File: src/lsa_pkg.sv
// Shared constants and controller/datapath interface types for the LRU slot allocator.
package lsa_pkg;

	// Sizing of the slot store and the domain space
	localparam int NUM_BLOCKS  = 16;
	localparam int MAX_DOMAINS = 256;
	localparam int SLOT_W      = (NUM_BLOCKS > 1) ? $clog2(NUM_BLOCKS) : 1;
	localparam int CNT_W       = $clog2(NUM_BLOCKS + 1);

	// Fixed field widths
	localparam int ID_W       = 8;
	localparam int OUT_SLOT_W = 4;
	localparam int DC_W       = 9;
	localparam int SL_W       = 5;
	localparam int CFG_W      = 9;
	localparam int CFG_IDX_W  = 1;

	// Configuration register indexes
	localparam logic [CFG_IDX_W-1:0] REG_DOMAIN_COUNT = 1'd0;
	localparam logic [CFG_IDX_W-1:0] REG_SLOT_LIMIT   = 1'd1;

	// Reset values of the configuration registers
	localparam logic [DC_W-1:0] DOMAIN_COUNT_RST = 9'd256;
	localparam logic [SL_W-1:0] SLOT_LIMIT_RST   = 5'd16;

	// Commands from the controller to the datapath
	typedef struct packed {
		logic capture;
		logic lookup;
		logic update;
		logic load_out;
	} lsa_cmd_t;

	// Status from the datapath to the controller
	typedef struct packed {
		logic out_free;
	} lsa_status_t;

endpackage

File: src/lsa_ctrl.sv
// Controller state machine that sequences each request through lookup and update.
module lsa_ctrl (
	input  logic                clk,
	input  logic                arst_n,
	input  logic                in_valid,
	output logic                in_ready,
	input  lsa_pkg::lsa_status_t status,
	output lsa_pkg::lsa_cmd_t    cmd
);
	import lsa_pkg::*;

	localparam logic [1:0] ST_IDLE = 2'd0;
	localparam logic [1:0] ST_LOOK = 2'd1;
	localparam logic [1:0] ST_UPD  = 2'd2;
	localparam logic [1:0] ST_WAIT = 2'd3;

	logic [1:0] state_q;
	logic [1:0] state_nxt;

	assign in_ready = (state_q == ST_IDLE);

	// Next state and command decode
	always_comb begin
		state_nxt    = state_q;
		cmd          = '0;
		unique case (state_q)
			ST_IDLE: begin
				if (in_valid) begin
					cmd.capture = 1'b1;
					state_nxt   = ST_LOOK;
				end
			end
			ST_LOOK: begin
				cmd.lookup = 1'b1;
				state_nxt  = ST_UPD;
			end
			ST_UPD: begin
				cmd.update = 1'b1;
				if (status.out_free) begin
					cmd.load_out = 1'b1;
					state_nxt    = ST_IDLE;
				end else begin
					state_nxt = ST_WAIT;
				end
			end
			ST_WAIT: begin
				if (status.out_free) begin
					cmd.load_out = 1'b1;
					state_nxt    = ST_IDLE;
				end
			end
			default: begin
				state_nxt = ST_IDLE;
			end
		endcase
	end

	// State register
	always_ff @(posedge clk or negedge arst_n) begin
		if (!arst_n) begin
			state_q <= ST_IDLE;
		end else begin
			state_q <= state_nxt;
		end
	end

endmodule

File: src/lsa_datapath.sv
// Datapath: configuration, slot tags, recency order, fill count and the output register.
module lsa_datapath (
	input  logic                           clk,
	input  logic                           arst_n,
	input  logic                           cfg_we,
	input  logic [lsa_pkg::CFG_IDX_W-1:0]  cfg_index,
	input  logic [lsa_pkg::CFG_W-1:0]      cfg_wdata,
	input  logic [lsa_pkg::ID_W-1:0]       domain_id,
	input  lsa_pkg::lsa_cmd_t              cmd,
	output lsa_pkg::lsa_status_t           status,
	input  logic                           out_ready,
	output logic                           out_valid,
	output logic                           hit,
	output logic [lsa_pkg::OUT_SLOT_W-1:0] slot,
	output logic                           range_error
);
	import lsa_pkg::*;

	// Configuration and captured request
	logic [DC_W-1:0]   dc_q;
	logic [SL_W-1:0]   sl_q;
	logic [ID_W-1:0]   id_q;
	logic [CNT_W-1:0]  filled_q;

	// Slot store: owner tag and recency order, least recent first
	logic [ID_W-1:0]   owner_q [NUM_BLOCKS];
	logic [SLOT_W-1:0] order_q [NUM_BLOCKS];

	// Lookup results
	logic              hit_q;
	logic              err_q;
	logic              fill_q;
	logic [SLOT_W-1:0] slot_q;

	// Output register
	logic                  out_valid_q;
	logic                  out_hit_q;
	logic                  out_err_q;
	logic [OUT_SLOT_W-1:0] out_slot_q;

	logic [DC_W-1:0]       eff_dom;
	logic [DC_W-1:0]       lim;
	logic [DC_W-1:0]       cap;
	logic                  err_c;
	logic                  full_c;
	logic [NUM_BLOCKS-1:0] match;
	logic                  hit_c;
	logic [SLOT_W-1:0]     hit_slot;
	logic [SLOT_W-1:0]     res_slot;
	logic [NUM_BLOCKS-1:0] posm;
	logic [NUM_BLOCKS-1:0] ge;
	logic [CNT_W-1:0]      last_pos;
	logic [SLOT_W-1:0]     order_nxt [NUM_BLOCKS];
	logic [SLOT_W-1:0]     fill_idx;

	assign status.out_free = !out_valid_q || out_ready;
	assign out_valid       = out_valid_q;
	assign hit             = out_hit_q;
	assign slot            = out_slot_q;
	assign range_error     = out_err_q;
	assign fill_idx        = filled_q[SLOT_W-1:0];
	assign last_pos        = filled_q - CNT_W'(1);

	// Capacity: the smallest of the slot limit, the domain count and the slot store
	always_comb begin
		eff_dom = (32'(dc_q) > MAX_DOMAINS) ? DC_W'(MAX_DOMAINS) : dc_q;
		lim     = (sl_q != '0 && 32'(sl_q) < NUM_BLOCKS) ? DC_W'(sl_q) : DC_W'(NUM_BLOCKS);
		cap     = (eff_dom < lim) ? eff_dom : lim;
		err_c   = (DC_W'(id_q) >= eff_dom) || (cap == '0);
		full_c  = DC_W'(filled_q) >= cap;
	end

	// Parallel tag compare across the filled slots
	always_comb begin
		hit_slot = '0;
		for (int s = 0; s < NUM_BLOCKS; s++) begin
			match[s] = (CNT_W'(s) < filled_q) && (owner_q[s] == id_q);
			if (match[s]) begin
				hit_slot = hit_slot | SLOT_W'(s);
			end
		end
		hit_c    = |match;
		res_slot = hit_c ? hit_slot : (!full_c ? fill_idx : order_q[0]);
	end

	// Promotion: entries from the chosen position onwards move down one place
	always_comb begin
		for (int i = 0; i < NUM_BLOCKS; i++) begin
			posm[i] = (CNT_W'(i) < filled_q) && (order_q[i] == slot_q);
		end
		for (int i = 0; i < NUM_BLOCKS; i++) begin
			ge[i] = 1'b0;
			for (int j = 0; j <= i; j++) begin
				ge[i] = ge[i] | posm[j];
			end
		end
		for (int i = 0; i < NUM_BLOCKS; i++) begin
			if (!ge[i]) begin
				order_nxt[i] = order_q[i];
			end else if (i < NUM_BLOCKS - 1 && CNT_W'(i + 1) < filled_q) begin
				order_nxt[i] = order_q[(i + 1) % NUM_BLOCKS];
			end else if (CNT_W'(i) == last_pos) begin
				order_nxt[i] = slot_q;
			end else begin
				order_nxt[i] = order_q[i];
			end
		end
	end

	// Control registers: configuration, fill count, output valid
	always_ff @(posedge clk or negedge arst_n) begin
		if (!arst_n) begin
			dc_q        <= DOMAIN_COUNT_RST;
			sl_q        <= SLOT_LIMIT_RST;
			filled_q    <= '0;
			out_valid_q <= 1'b0;
		end else begin
			if (cfg_we) begin
				unique case (cfg_index)
					REG_DOMAIN_COUNT: dc_q <= cfg_wdata[DC_W-1:0];
					REG_SLOT_LIMIT:   sl_q <= cfg_wdata[SL_W-1:0];
					default:          ;
				endcase
				filled_q <= '0;
			end else if (cmd.update && !err_q && fill_q) begin
				filled_q <= filled_q + CNT_W'(1);
			end
			if (cmd.load_out) begin
				out_valid_q <= 1'b1;
			end else if (out_ready) begin
				out_valid_q <= 1'b0;
			end
		end
	end

	// Payload registers: request, lookup results, slot store, output data
	always_ff @(posedge clk) begin
		if (cmd.capture) begin
			id_q <= domain_id;
		end
		if (cmd.lookup) begin
			err_q  <= err_c;
			hit_q  <= hit_c && !err_c;
			fill_q <= !hit_c && !full_c && !err_c;
			slot_q <= err_c ? '0 : res_slot;
		end
		if (cmd.update && !err_q) begin
			if (fill_q) begin
				owner_q[fill_idx] <= id_q;
				order_q[fill_idx] <= slot_q;
			end else begin
				if (!hit_q) begin
					owner_q[slot_q] <= id_q;
				end
				for (int i = 0; i < NUM_BLOCKS; i++) begin
					order_q[i] <= order_nxt[i];
				end
			end
		end
		if (cmd.load_out) begin
			out_hit_q  <= hit_q;
			out_err_q  <= err_q;
			out_slot_q <= OUT_SLOT_W'(slot_q);
		end
	end

endmodule

File: src/lru_slot_allocator.sv
// Top level of the LRU slot allocator: controller and datapath.
//
// Channel   Direction  Handshake            Payload
// in        request    in_valid/in_ready    domain_id
// out       result     out_valid/out_ready  hit, slot, range_error
// cfg       write      cfg_we               cfg_index, cfg_wdata
//
// A request is accepted only in the idle state. Its result enters the output register
// after the controller's lookup state (tag compare) and update state (recency update);
// the next request is taken only once the controller is back in idle, so requests do
// not overlap.
// Reset restores domain_count 256, slot_limit 16 and an empty slot store.
// A held result does not stall the recency update; the controller waits only at the hand-off to the output register.
module lru_slot_allocator (
	input  logic                           clk,
	input  logic                           arst_n,
	input  logic                           cfg_we,
	input  logic [lsa_pkg::CFG_IDX_W-1:0]  cfg_index,
	input  logic [lsa_pkg::CFG_W-1:0]      cfg_wdata,
	input  logic                           in_valid,
	output logic                           in_ready,
	input  logic [lsa_pkg::ID_W-1:0]       domain_id,
	output logic                           out_valid,
	input  logic                           out_ready,
	output logic                           hit,
	output logic [lsa_pkg::OUT_SLOT_W-1:0] slot,
	output logic                           range_error
);
	import lsa_pkg::*;

	lsa_cmd_t    cmd;
	lsa_status_t status;

	// Sequencing of each request
	lsa_ctrl u_ctrl (
		.clk      (clk),
		.arst_n   (arst_n),
		.in_valid (in_valid),
		.in_ready (in_ready),
		.status   (status),
		.cmd      (cmd)
	);

	// Storage, compare and recency logic
	lsa_datapath u_dp (
		.clk         (clk),
		.arst_n      (arst_n),
		.cfg_we      (cfg_we),
		.cfg_index   (cfg_index),
		.cfg_wdata   (cfg_wdata),
		.domain_id   (domain_id),
		.cmd         (cmd),
		.status      (status),
		.out_ready   (out_ready),
		.out_valid   (out_valid),
		.hit         (hit),
		.slot        (slot),
		.range_error (range_error)
	);

endmodule

File: config.mk
export PLATFORM = sky130hd
export DESIGN_NAME = lru_slot_allocator
export DESIGN_NICKNAME = d
export VERILOG_FILES = /design/src/lsa_pkg.sv /design/src/lsa_ctrl.sv /design/src/lsa_datapath.sv /design/src/lru_slot_allocator.sv
export SDC_FILE = /design/constraint.sdc
export NUM_CORES = 1
export LEC_CHECK = 0
export ABC_CLOCK_PERIOD_IN_PS = 9200
export BUFFER_PORTS_ARGS = -buffer_cell sky130_fd_sc_hd__buf_2
export CORE_UTILIZATION = 25
export DETAILED_ROUTE_END_ITERATION = 8
export PLACE_DENSITY = 0.44
export REMOVE_ABC_BUFFERS = 1
export SLEW_MARGIN = 20
export SYNTH_ARGS = -nofsm -noshare
export SYNTH_HDL_FRONTEND = slang
export SYNTH_SLANG_ARGS = --single-unit
File: constraint.sdc
create_clock -name clk -period 9.2 [get_ports clk]
set_clock_uncertainty 0.2 [all_clocks]
set_input_delay 0.46 -clock clk [delete_from_list [all_inputs] [get_ports clk]]
set_output_delay 0.46 -clock clk [all_outputs]
set_load 0.01 [all_outputs]
; Word level (Yosys, flattened, before mapping)
; Memory sizes are Yosys's and may differ from the RTL's.
; Index checks and enable logic that the tools add are counted.
[totals]
memories = 2
ram_bits = 192
wordCells = 261
in_bits = 23
ff_bits = 43
[mem_list]
columns = memory, depth, word_bits, rd, rd_ports_with_merged_regs, wr, line_no
row1 = u_dp.owner_q, 16, 8, 16, 0, 1, lsa_datapath.sv:26  ; logic [ID_W-1:0] owner_q [NUM_BLOCKS];
row2 = u_dp.order_q, 16, 4, 16, 0, 16, lsa_datapath.sv:27  ; logic [SLOT_W-1:0] order_q [NUM_BLOCKS];
[classes]
n_eq_ne = 52
n_lt_le_gt_ge = 21
bitwise_logic = 16
add_sub_neg = 2
n_mux = 97
reduce_logical = 58
[ops]
columns = op, count
row1 = $mux 4, 60
row2 = $eq 8x8->1, 16
row3 = $eq 4x4->1, 16
row4 = $eq 4x5->1 const A, 8
row5 = $lt 4x5->1 const A, 8
row6 = $logic_and 1x1->1, 38
row7 = $mux 1, 21
row8 = $eq 3x5->1 const A, 4
row9 = $lt 3x5->1 const A, 4
row10 = $mux 9, 2
row11 = $reduce_or 16->1, 1
row12 = $mux 5, 3
row13 = $or 1x1->1, 15
row14 = $mux 3, 4
row15 = $eq 2x5->1 const A, 2
row16 = $lt 1x5->1 const A, 2
row17 = $lt 2x5->1 const A, 2
row18 = $mux 2, 5
row19 = $ge 5x9->1, 1
row20 = $ge 8x9->1, 1
row21 = $gt 9x9->1 const B, 1
row22 = $logic_not 9->1, 1
row23 = $lt 9x9->1, 1
row24 = $mux 8, 1
row25 = other kinds (19), 29

; Logic depth before layout (Yosys ltp)
; Gate-level depths: netlist of run 1.
; An unclocked memory read counts as a cell.
[depth]
word_depth = 19
depth_mapped = 18
ltp_nobuf = 17

; Hierarchy
; A second synthesis of run 1 with hierarchy kept.
[unflattened]
cells_unflattened = 958
hier_area_um2 = 11979.0
[by_module_without_submodules]
columns = module, instances, area_each_um2, seq_area_each_um2, cells_each
row1 = lsa_datapath, 1, 11880.1, 6899.1, 948
row2 = lsa_ctrl, 1, 98.8, 50.0, 10

; Least setup slack after synthesis of run 1
; Ideal clock, no wire load.
[synth_timing]
path_type = flip-flop to flip-flop
start = register u_dp.dc_q[8]
end = register u_dp.slot_q[0] (data pin)
period_less_slack_ns = 4.193
n_path_buf = 1
arrival_time_ns = 3.720
slack_ns = 5.007
stages_incl_launch_ff = 19
path_cell_list = dfstp_2 > clkbuf_1 > nand2b_1 > inv_1 > ha_1 > nor4b_1 > o21ai_0 > a21oi_2 > nor3b_1 > a21o_1 > ha_1 > nand2b_1 > a21o_1 > a21o_1 > a21o_1 > a21oi_1 > mux2i_1 > or2_0 > a31oi_1
[synth_via]
elab_chain_cells = 7
word_cells_on_any_way = 10
[synth_lines]
columns = item, line_no
row1 = from (decl), lsa_datapath.sv:20  ; logic [DC_W-1:0] dc_q;
row2 = from (signal assigned), lsa_datapath.sv:120  ; REG_DOMAIN_COUNT: dc_q <= cfg_wdata[DC_W-1:0];
row3 = $gt 9x9->1, lsa_datapath.sv:66  ; eff_dom = (32'(dc_q) > MAX_DOMAINS) ? DC_W'(MAX_DOMAINS) : dc_q;
row4 = $mux 9 (*), lsa_datapath.sv:66
row5 = $lt 9x9->1, lsa_datapath.sv:68  ; cap = (eff_dom < lim) ? eff_dom : lim;
row6 = $mux 9, lsa_datapath.sv:68
row7 = $ge 5x9->1, lsa_datapath.sv:70  ; full_c = DC_W'(filled_q) >= cap;
row8 = $mux 4 (2 in series), lsa_datapath.sv:83  ; res_slot = hit_c ? hit_slot : (!full_c ? fill_idx : order_q[0]);
row9 = to (signal assigned), lsa_datapath.sv:145  ; slot_q <= err_c ? '0 : res_slot;
row10 = to (decl), lsa_datapath.sv:33  ; logic [SLOT_W-1:0] slot_q;
; Mark *: on every way between the ends. The rest lies on a longest branch, timed or not.
; A chain may end at the register's enable or synchronous reset.

; Final worst setup path of run 1
[layout_timing]
start = register u_dp.dc_q[8]
end = register u_dp.slot_q[3] (data pin)
; The elaborated chain is that of the path after synthesis.

==> results of run 1 <==
==> path summary, 6_finish.rpt <==
check | start | to | slack [ps] | depth (start not counted)
worst max-delay path | u_dp.dc_q[8] | u_dp.slot_q[3] | 4750 | 17
worst min-delay path | cfg_index | u_dp.sl_q[3] | 210 | 3
worst max register to register | u_dp.dc_q[8] | u_dp.slot_q[3] | 4750 | 17
worst min register to register | u_dp.dc_q[3] | u_dp.dc_q[3] | 310 | 1
max in group asynchronous | arst_n | u_dp.out_valid | 8180 | 2
min in group asynchronous | arst_n | u_dp.dc_q[6] | 240 | 2
==> metrics by stage <==
stage / instances / instance area, µm² / hold slack, ps / utilization [%] / worst slack (ps)
5_1_grt: 1639 / 13900 / 229 / 29.0 / 4470
3_3_place_gp: 1569 / 12900 / 273 / 26.9 / 4810
6_report: 1639 / 13900 / 207 / 29.0 / 4750
4_1_cts: 1639 / 13900 / 179 / 29.0 / 4740
2_1_floorplan: 906 / 11800 / -35.6 / - / 5180
3_5_place_dp: 1569 / 12900 / 283 / 26.9 / 4760
==> state kept, by name, indices dropped and copies added, names as in the netlist, 2 cells and up <==
register and cells:
u_dp.owner_q 128, u_dp.order_q 64, u_dp.dc_q 9, u_dp.id_q 8, u_dp.filled_q 5, u_dp.sl_q 5, u_dp.slot 4, u_dp.slot_q 4
u_ctrl.state_q 2
==> critical path: stages (launching register included) <==
cell      delay, ps
dfstp_2         620
nand2b_1        150
inv_1            60
ha_1            210
nor4b_1         280
o21ai_0         160
a21oi_2         350
nor3b_1         100
a21o_1          180
ha_1            280
nand2b_1        140
a21o_1          170
a21o_1          170
a21o_1          160
a21oi_1         490
mux2i_1         240
or2_0           140
a31oi_1          90
==> cell type report <==
| cell class | instances | share of cell area, % |
|---|---|---|
| Clock buffer | 38 | 5.17 |
| Clock inverter | 12 | 0.686 |
| Inverter | 11 | 0.298 |
| Multi-Input combinational cell | 660 | 34.7 |
| Sequential cell | 235 | 50.1 |
| Tap cell | 615 | 5.55 |
| Timing Repair Buffer | 68 | 3.50 |
==> what timing repair did <==
item	CTS	global route
hold endpoints to repair	50	0
hold buffers	20	0
endpoints found under the setup margin	0	0
==> power by group <==
| group | switching (mW) | total (mW) | internal (mW) |
|---|---|---|---|
| clock network | 0.439 | 1.01 | 0.573 |
| registers | 0.0335 | 1.31 | 1.27 |
| logic | 0.378 | 0.621 | 0.243 |
| total | 0.850 | 2.94 | 2.09 |
==> logic make-up (layout without fill, tap and decap cells) <==
| group | count (synthesis) | count (layout) | synth area share, % |
|---|---|---|---|
| DFF | 235 | 235 | 57.5 |
| xor gates and xnor gates | 195 | 195 | 14.1 |
| muxes | 56 | 56 | 5.18 |
| and+or+nand+nor | 249 | 249 | 10.7 |
| buffers and inverters | 62 | 129 | 2.70 |
| AOI/OAI and AO/OA | 136 | 136 | 7.26 |
| adders and majority gates | 24 | 24 | 2.49 |
==> cells in the final DEF, fill, tap and decap left out, types with 23 or more instances in the layout <==
master / instances
nand2_1: 56
mux2_2: 51
nor2_1: 65
o21ai_0: 37
a21oi_1: 30
ha_1: 24
edfxtp_1: 213
xor2_1: 77
nand4_1: 23
xnor2_1: 118
buf_2: 30
clkbuf_16: 27
==> metal layers <==
layer | vias to the layer above | part of all wire (%)
met2 | 107 | 47
met5 | - | 0
met1 | 3629 | 48
li1 | 3582 | -
met4 | 0 | 1.9
met3 | 38 | 3.5
==> run_results.csv, run 1 <==
group,metric,value,unit
run_status,status,"finished clean",
synth,synth-main-ff-cell,"edfxtp_1",
sta,period_share,48.4,%
routing,drt-initial-drc-count,395,
global_routing,overflow,0,
sta,setup_viol,0,
synth,ys_warn_count,0,
clock_network,cts_inserted_buffers,27,
worst_setup_path,critPathKind,"reg -> reg",
sta,finalSetupTns,0,ps
final_layout,areaGrowthSynthToFinish,14.7,%
sta,fmax,224,MHz
clock_network,cts_tree,"built",
routing,vias,7356,
global_routing,grt-busiest-layer,"met2",
clock_network,cts.sinks,235,
sta,hold_viol,0,
clock_network,htree_num_levels,1,
power_and_ir_drop,powerDensity,212,nW/µm²
place,dp_hpwl,18700,µm
final_layout,drive_above_1_share,15.0,%
clock_network,clockRootBuffer,"clkbuf_16",
synth,synth_edf_count,213,
global_routing,use_met1,16.0,%
sta,maxSlewViolCount,0,
global_routing,antenna_found_initial,0,
worst_setup_path,required,9290,ps
synth,yosysTopAreaCell,"edfxtp_1",
global_routing,grt_max_degree,38,
routing,wire_per_inst,17.6,µm
clock_network,clock_latency,560,ps
worst_setup_path,crit_arrival,4540,ps
power_and_ir_drop,leakagePower,4.56,nW
synth,syn_area,12100,µm²
final_layout,multi_input_area,4810,µm²
synth,synth_top_area_share,52.9,%
clock_network,clockBufferDepth,3,
global_routing,grt_use_total,11.8,%
floorplanning,die_w,222,µm
synth,yosysMostFrequentCell,"edfxtp_1",
routing,drt_wl_total,28900,µm
floorplanning,die_y,222,µm
synth,syn_inst,957,
place,gp_congestion,0.772,
routing,vias_per_cell,4.49,
floorplanning,io_pins,31,
synth,netlist_top_cells_count,"edfxtp_1, xnor2_1, xor2_1",
global_routing,grt_pass1_wl,45100,µm
sta,period_needed,4450,ps
clock_network,cts-resized-gates,0,
synth,ys_seq_elements,235,
global_routing,grt_use_met2,19.6,%
run,maxCapViolations,0,
worst_setup_path,critPathMaxFanout,11,
synth,ys_types,71,
floorplanning,floorplan.die_area,49200,µm²
synth,synth.avg_cell_area,12.6,µm²
clock_network,cts.reportedPaths.clkPinSlew,60,ps
power_and_ir_drop,ir_worst_vdd,0.132,mV
final_layout,seqCellArea,6950,µm²
final_layout,fin_nets,1050,
place,portBuffers,30,
global_routing,first_global_vias,7503,
synth,seq_area_frac_synth,57.5,%
routing,final_antenna_net_count,0,
floorplanning,row_count,80,
hold_path,min_path_type,"in -> reg",
floorplanning,coreArea,47700,µm²
routing,drc_errors,0,
sta,rsz0062_at_grt,"no",
floorplanning,start_util,25.3,%
global_routing,use_met3,1.93,%
sta,tightest_slew,886,ps
synth,async_flop_share,9.36,%
worst_setup_path,worstSetupStartpointType,"flip-flop",
power_and_ir_drop,total_power,2.94,mW
clock_network,cts_setup_buffers,0,
synth,yosys-top-cells-area,"edfxtp_1, xnor2_1, xor2_1",
sta,relSlewSlack,41.0,%
final_layout,antennaDiodeCount,0,
worst_setup_path,end_kind,"flip-flop",
routing,drt_first_pass_iters,4,
final_layout,fillers,4831,
Power figures use the tool's default switching activity.
==> run 2: changes to the inputs <==
--- a/config.mk
+++ b/config.mk
@@ -5,11 +5,12 @@
 export SDC_FILE = /design/constraint.sdc
 export NUM_CORES = 1
 export LEC_CHECK = 0
-export ABC_CLOCK_PERIOD_IN_PS = 9200
+export ABC_AREA = 1
+export ABC_CLOCK_PERIOD_IN_PS = 3650
 export BUFFER_PORTS_ARGS = -buffer_cell sky130_fd_sc_hd__buf_2
 export CORE_UTILIZATION = 25
 export DETAILED_ROUTE_END_ITERATION = 8
-export PLACE_DENSITY = 0.44
+export PLACE_DENSITY = 0.45
 export REMOVE_ABC_BUFFERS = 1
 export SLEW_MARGIN = 20
 export SYNTH_ARGS = -nofsm -noshare
==> constraint.sdc (replaced) <==
create_clock -name clk -period 3.65 [get_ports clk]
set_clock_uncertainty 0.2 [all_clocks]
set_input_delay 0.1825 -clock clk [delete_from_list [all_inputs] [get_ports clk]]
set_output_delay 0.1825 -clock clk [all_outputs]
set_load 0.01 [all_outputs]
==> run 2 against run 1 <==
Via count up 20%. Final cell count rose by 20%. Worst hold slack lost 74 ps. Clock-buffer cell count is 3 lower. Core utilization is 2.0 points higher. Setup slack got worse by 4700 ps. Critical path type unchanged. Largest cell class unchanged.
==> run_results.csv, run 2 <==
group,metric,value,unit
worst_setup_path,crit_family,"compound AO/OA/AOI/OAI gates",
worst_setup_path,crit_arrival,3830,ps
final_layout,instances_no_fill,1967,
floorplanning,start_util,25.5,%
run,maxCapViolations,0,
final_layout,fin_nets,1379,
worst_setup_path,cp-endpoint,"u_dp.slot_q[2]",
routing,drt_wl_total,34200,µm
clock_network,htree_num_levels,1,
worst_setup_path,required,3870,ps
sta,period_needed,3610,ps
floorplanning,die_y,223,µm
floorplanning,coreArea,47900,µm²
synth,synth-main-ff-cell,"edfxtp_1",
sta,hold_ws,132,ps
power_and_ir_drop,leakagePower,5.75,nW
power_and_ir_drop,powerDensity,521,nW/µm²
worst_setup_path,cp_num_cells,23,
floorplanning,floorplan.die_area,49700,µm²
synth,seq_area_frac_synth,56.9,%
run_status,status,"finished clean",
routing,drc_errors,0,
final_layout,most-common-layout-cells,"edfxtp_1, nand2_1, nor2_1",
final_layout,areaGrowthSynthToFinish,21.7,%
synth,syn_inst,1187,
worst_setup_path,reg2reg_from,"u_dp.dc_q[8]",
synth,synth_top_area_share,52.4,%
worst_setup_path,end_kind,"flip-flop",
power_and_ir_drop,p_int,5.32,mW
global_routing,antenna_found_initial,0,
floorplanning,row_count,80,
floorplanning,die_w,223,µm
clock_network,cts_inserted_buffers,26,
worst_setup_path,rr_endpoint,"u_dp.slot_q[2]",
place,dp_hpwl,23800,µm
clock_network,clock_latency,560,ps
hold_path,min_path_type,"in -> reg",
worst_setup_path,critPathMaxFanout,8,
place,dp.cells,1883,
sta,tightest_slew,791,ps
final_layout,post-route-util,31.0,%
sta,setup_viol,0,
routing,wire_per_inst,17.4,µm
clock_network,clockRootBuffer,"clkbuf_16",
sta,relSlewSlack,47.1,%
sta,period_share,98.8,%
synth,yosysMostFrequentCell,"edfxtp_1",
power_and_ir_drop,power.switching,2.43,mW
final_layout,final_common_cell,"edfxtp_1",
synth,ys_types,57,
synth,async_flop_share,9.36,%
synth,ys_warn_count,0,
global_routing,first_global_vias,8818,
synth,syn_area,12200,µm²
worst_setup_path,worst-path-buf-inv,5,
place,gp_congestion,0.881,
global_routing,grt_use_total,13.8,%
sta,rsz0062_at_grt,"yes",
final_layout,reg_top3,"u_dp.owner_q (128), u_dp.order_q (64), u_dp.dc_q (9)",
worst_setup_path,crit_slowest_cell,"dfstp_2",
routing,drt-initial-drc-count,646,
final_layout,drive_above_1_share,18.3,%
clock_network,cts.sinks,235,
synth,ys_seq_elements,235,
routing,vias,8834,
worst_setup_path,path_cells,"inv_2 -> buf_4 -> nand2_1 -> inv_1 -> ha_4 -> a21oi_1 -> o21ai_2 -> nand3_2 -> nand3_4 -> nand2_2 -> o21ai_2 -> ha_1 -> a21boi_1 -> o21a_1 -> o21a_1 -> o21ai_1 -> nand2_2 -> buf_4 -> o21ai_1 -> nand2_1 -> nand2_1 -> nand2_1 -> inv_1",
sta,maxSlewViolCount,0,
synth,yosysTopAreaCell,"edfxtp_1",
power_and_ir_drop,p_clk_share,32.7,%
worst_setup_path,slowest_delay,530,ps
final_layout,largest_reg_flops,128,
routing,drt_first_pass_iters,5,
global_routing,grt_pass1_wl,52900,µm
worst_setup_path,worstSetupStartpointType,"flip-flop",
worst_setup_path,critPathKind,"reg -> reg",
synth,synth.avg_cell_area,10.3,µm²
clock_network,cts.reportedPaths.clkPinSlew,60,ps
sta,finalSetupTns,0,ps
place,portBuffers,30,
worst_setup_path,reg2reg_slack,40,ps
power_and_ir_drop,switching_share,31.4,%
global_routing,grt_max_degree,29,
final_layout,fillers,4916,
worst_setup_path,r2r_cells,23,
sta,fmax,277,MHz
clock_network,cts_tree,"built",
worst_setup_path,cpMostUsedCell,"nand2_1",
sta,hold_viol,0,
power_and_ir_drop,ir_worst_vdd,0.317,mV
routing,vias_per_cell,4.49,
synth,netlist_top_cells_count,"edfxtp_1, nand2_1, nor2_1",
routing,final_antenna_net_count,0,
power_and_ir_drop,combPwrFrac,24.4,%
final_layout,top_register,"u_dp.owner_q",
final_layout,antennaDiodeCount,0,
clock_network,clockBufferDepth,3,
global_routing,overflow,0,
floorplanning,io_pins,31,
worst_setup_path,startpoint,"u_dp.dc_q[8]",
synth,synth_edf_count,213,
synth,yosys-top-cells-area,"edfxtp_1, nand2_1, xor2_1",
power_and_ir_drop,p_seq_share,43.0,%
-- run 2: changes by cell type after synthesis, moves of 20 or more --
cell	delta
inv_1	+85
nor2_1	+48
nand2_1	+152
xnor2_1	-57
o21ai_0	+49
nand3_1	+27
mux2_2	-48
or2_2	+21
nand2b_1	-20
-- run 2: power groups by stage --
stage	Clock, mW	Sequential, mW	Combinational, mW
finish	2.53	3.33	1.89
global route	2.68	3.35	2.10
CTS	2.59	3.33	1.89
detailed placement	0	3.39	1.81
global placement	0	3.39	1.79
floorplan	0	3.53	0.911
-- run 2: worst reg2reg max path, stage by stage, from the launching register on --
cell and delay, ps:
dfstp_2 530, inv_2 40, buf_4 130, nand2_1 70, inv_1 90, ha_4 230, a21oi_1 180, o21ai_2 90
nand3_2 80, nand3_4 130, nand2_2 110, o21ai_2 60, ha_1 280, a21boi_1 130, o21a_1 180, o21a_1 170
o21ai_1 140, nand2_2 120, buf_4 160, o21ai_1 120, nand2_1 70, nand2_1 80, nand2_1 50, inv_1 40
-- run 2: how the worst min path moves through the flow --
stage                             from                end  slack, ps  cells after the start
after floorplan                 arst_n  u_ctrl.state_q[0]       -310                      0
after global placement          arst_n       u_dp.dc_q[0]         -9                      1
after detailed placement        arst_n       u_dp.dc_q[1]         -4                      1
after CTS                 domain_id[0]       u_dp.id_q[0]        120                      2
after global routing      domain_id[0]       u_dp.id_q[0]        120                      2
final                     domain_id[0]       u_dp.id_q[0]        130                      2
-- run 2: repair_timing --
action | in CTS | in global routing
pin swaps | 8 | 12
gates cloned | 0 | 0
hold buffers | 30 | 0
hold endpoints to repair | 60 | 0
endpoints found under the setup margin | 4 | 5
setup buffers | 3 | 3
gates resized for setup | 21 | 12
-- run 2: layout make-up --
| cell class | count | area [µm²] | area share, % |
|---|---|---|---|
| flip-flops and latches | 235 | 6950 | 46.7 |
| clock inverters | 13 | 100 | 0.673 |
| repair buffers | 156 | 1170 | 7.84 |
| clock buffers | 35 | 694 | 4.67 |
| well taps | 615 | 769 | 5.18 |
| inverters | 110 | 413 | 2.78 |
| multi-input cells | 803 | 4780 | 32.1 |
-- run 2: per-layer routing --
layer | vias to the layer above | part of all wire, % | global-route usage, % | wire (µm)
met5 | - | 0 | 0 | 0
met4 | 0 | 2.0 | 3.25 | 684
met3 | 45 | 4.1 | 2.03 | 1420
met2 | 160 | 47 | 22.7 | 16000
met1 | 4266 | 47 | 19.0 | 16100
li1 | 4363 | - | - | -
-- run 2: stage by stage --
step	total power [mW]	setup slack [ps]	cell area [µm²]
after CTS	7.81	7.70	14800
after detailed placement	5.19	-244	13600
after floorplan	4.44	-19.7	12000
after global routing	8.13	-214	14900
final	7.75	44.8	14900
after global placement	5.18	-168	13600
-- run 2: kinds of logic after synthesis --
logic type                 share of synthesized area, %
DFF                                                56.9
muxes                                             0.277
xor gates and xnor gates                           9.82
buffers and inverters                              5.06
and+or+nand+nor                                    17.2
adders and majority gates                          2.46
AOI/OAI and AO/OA                                  8.28
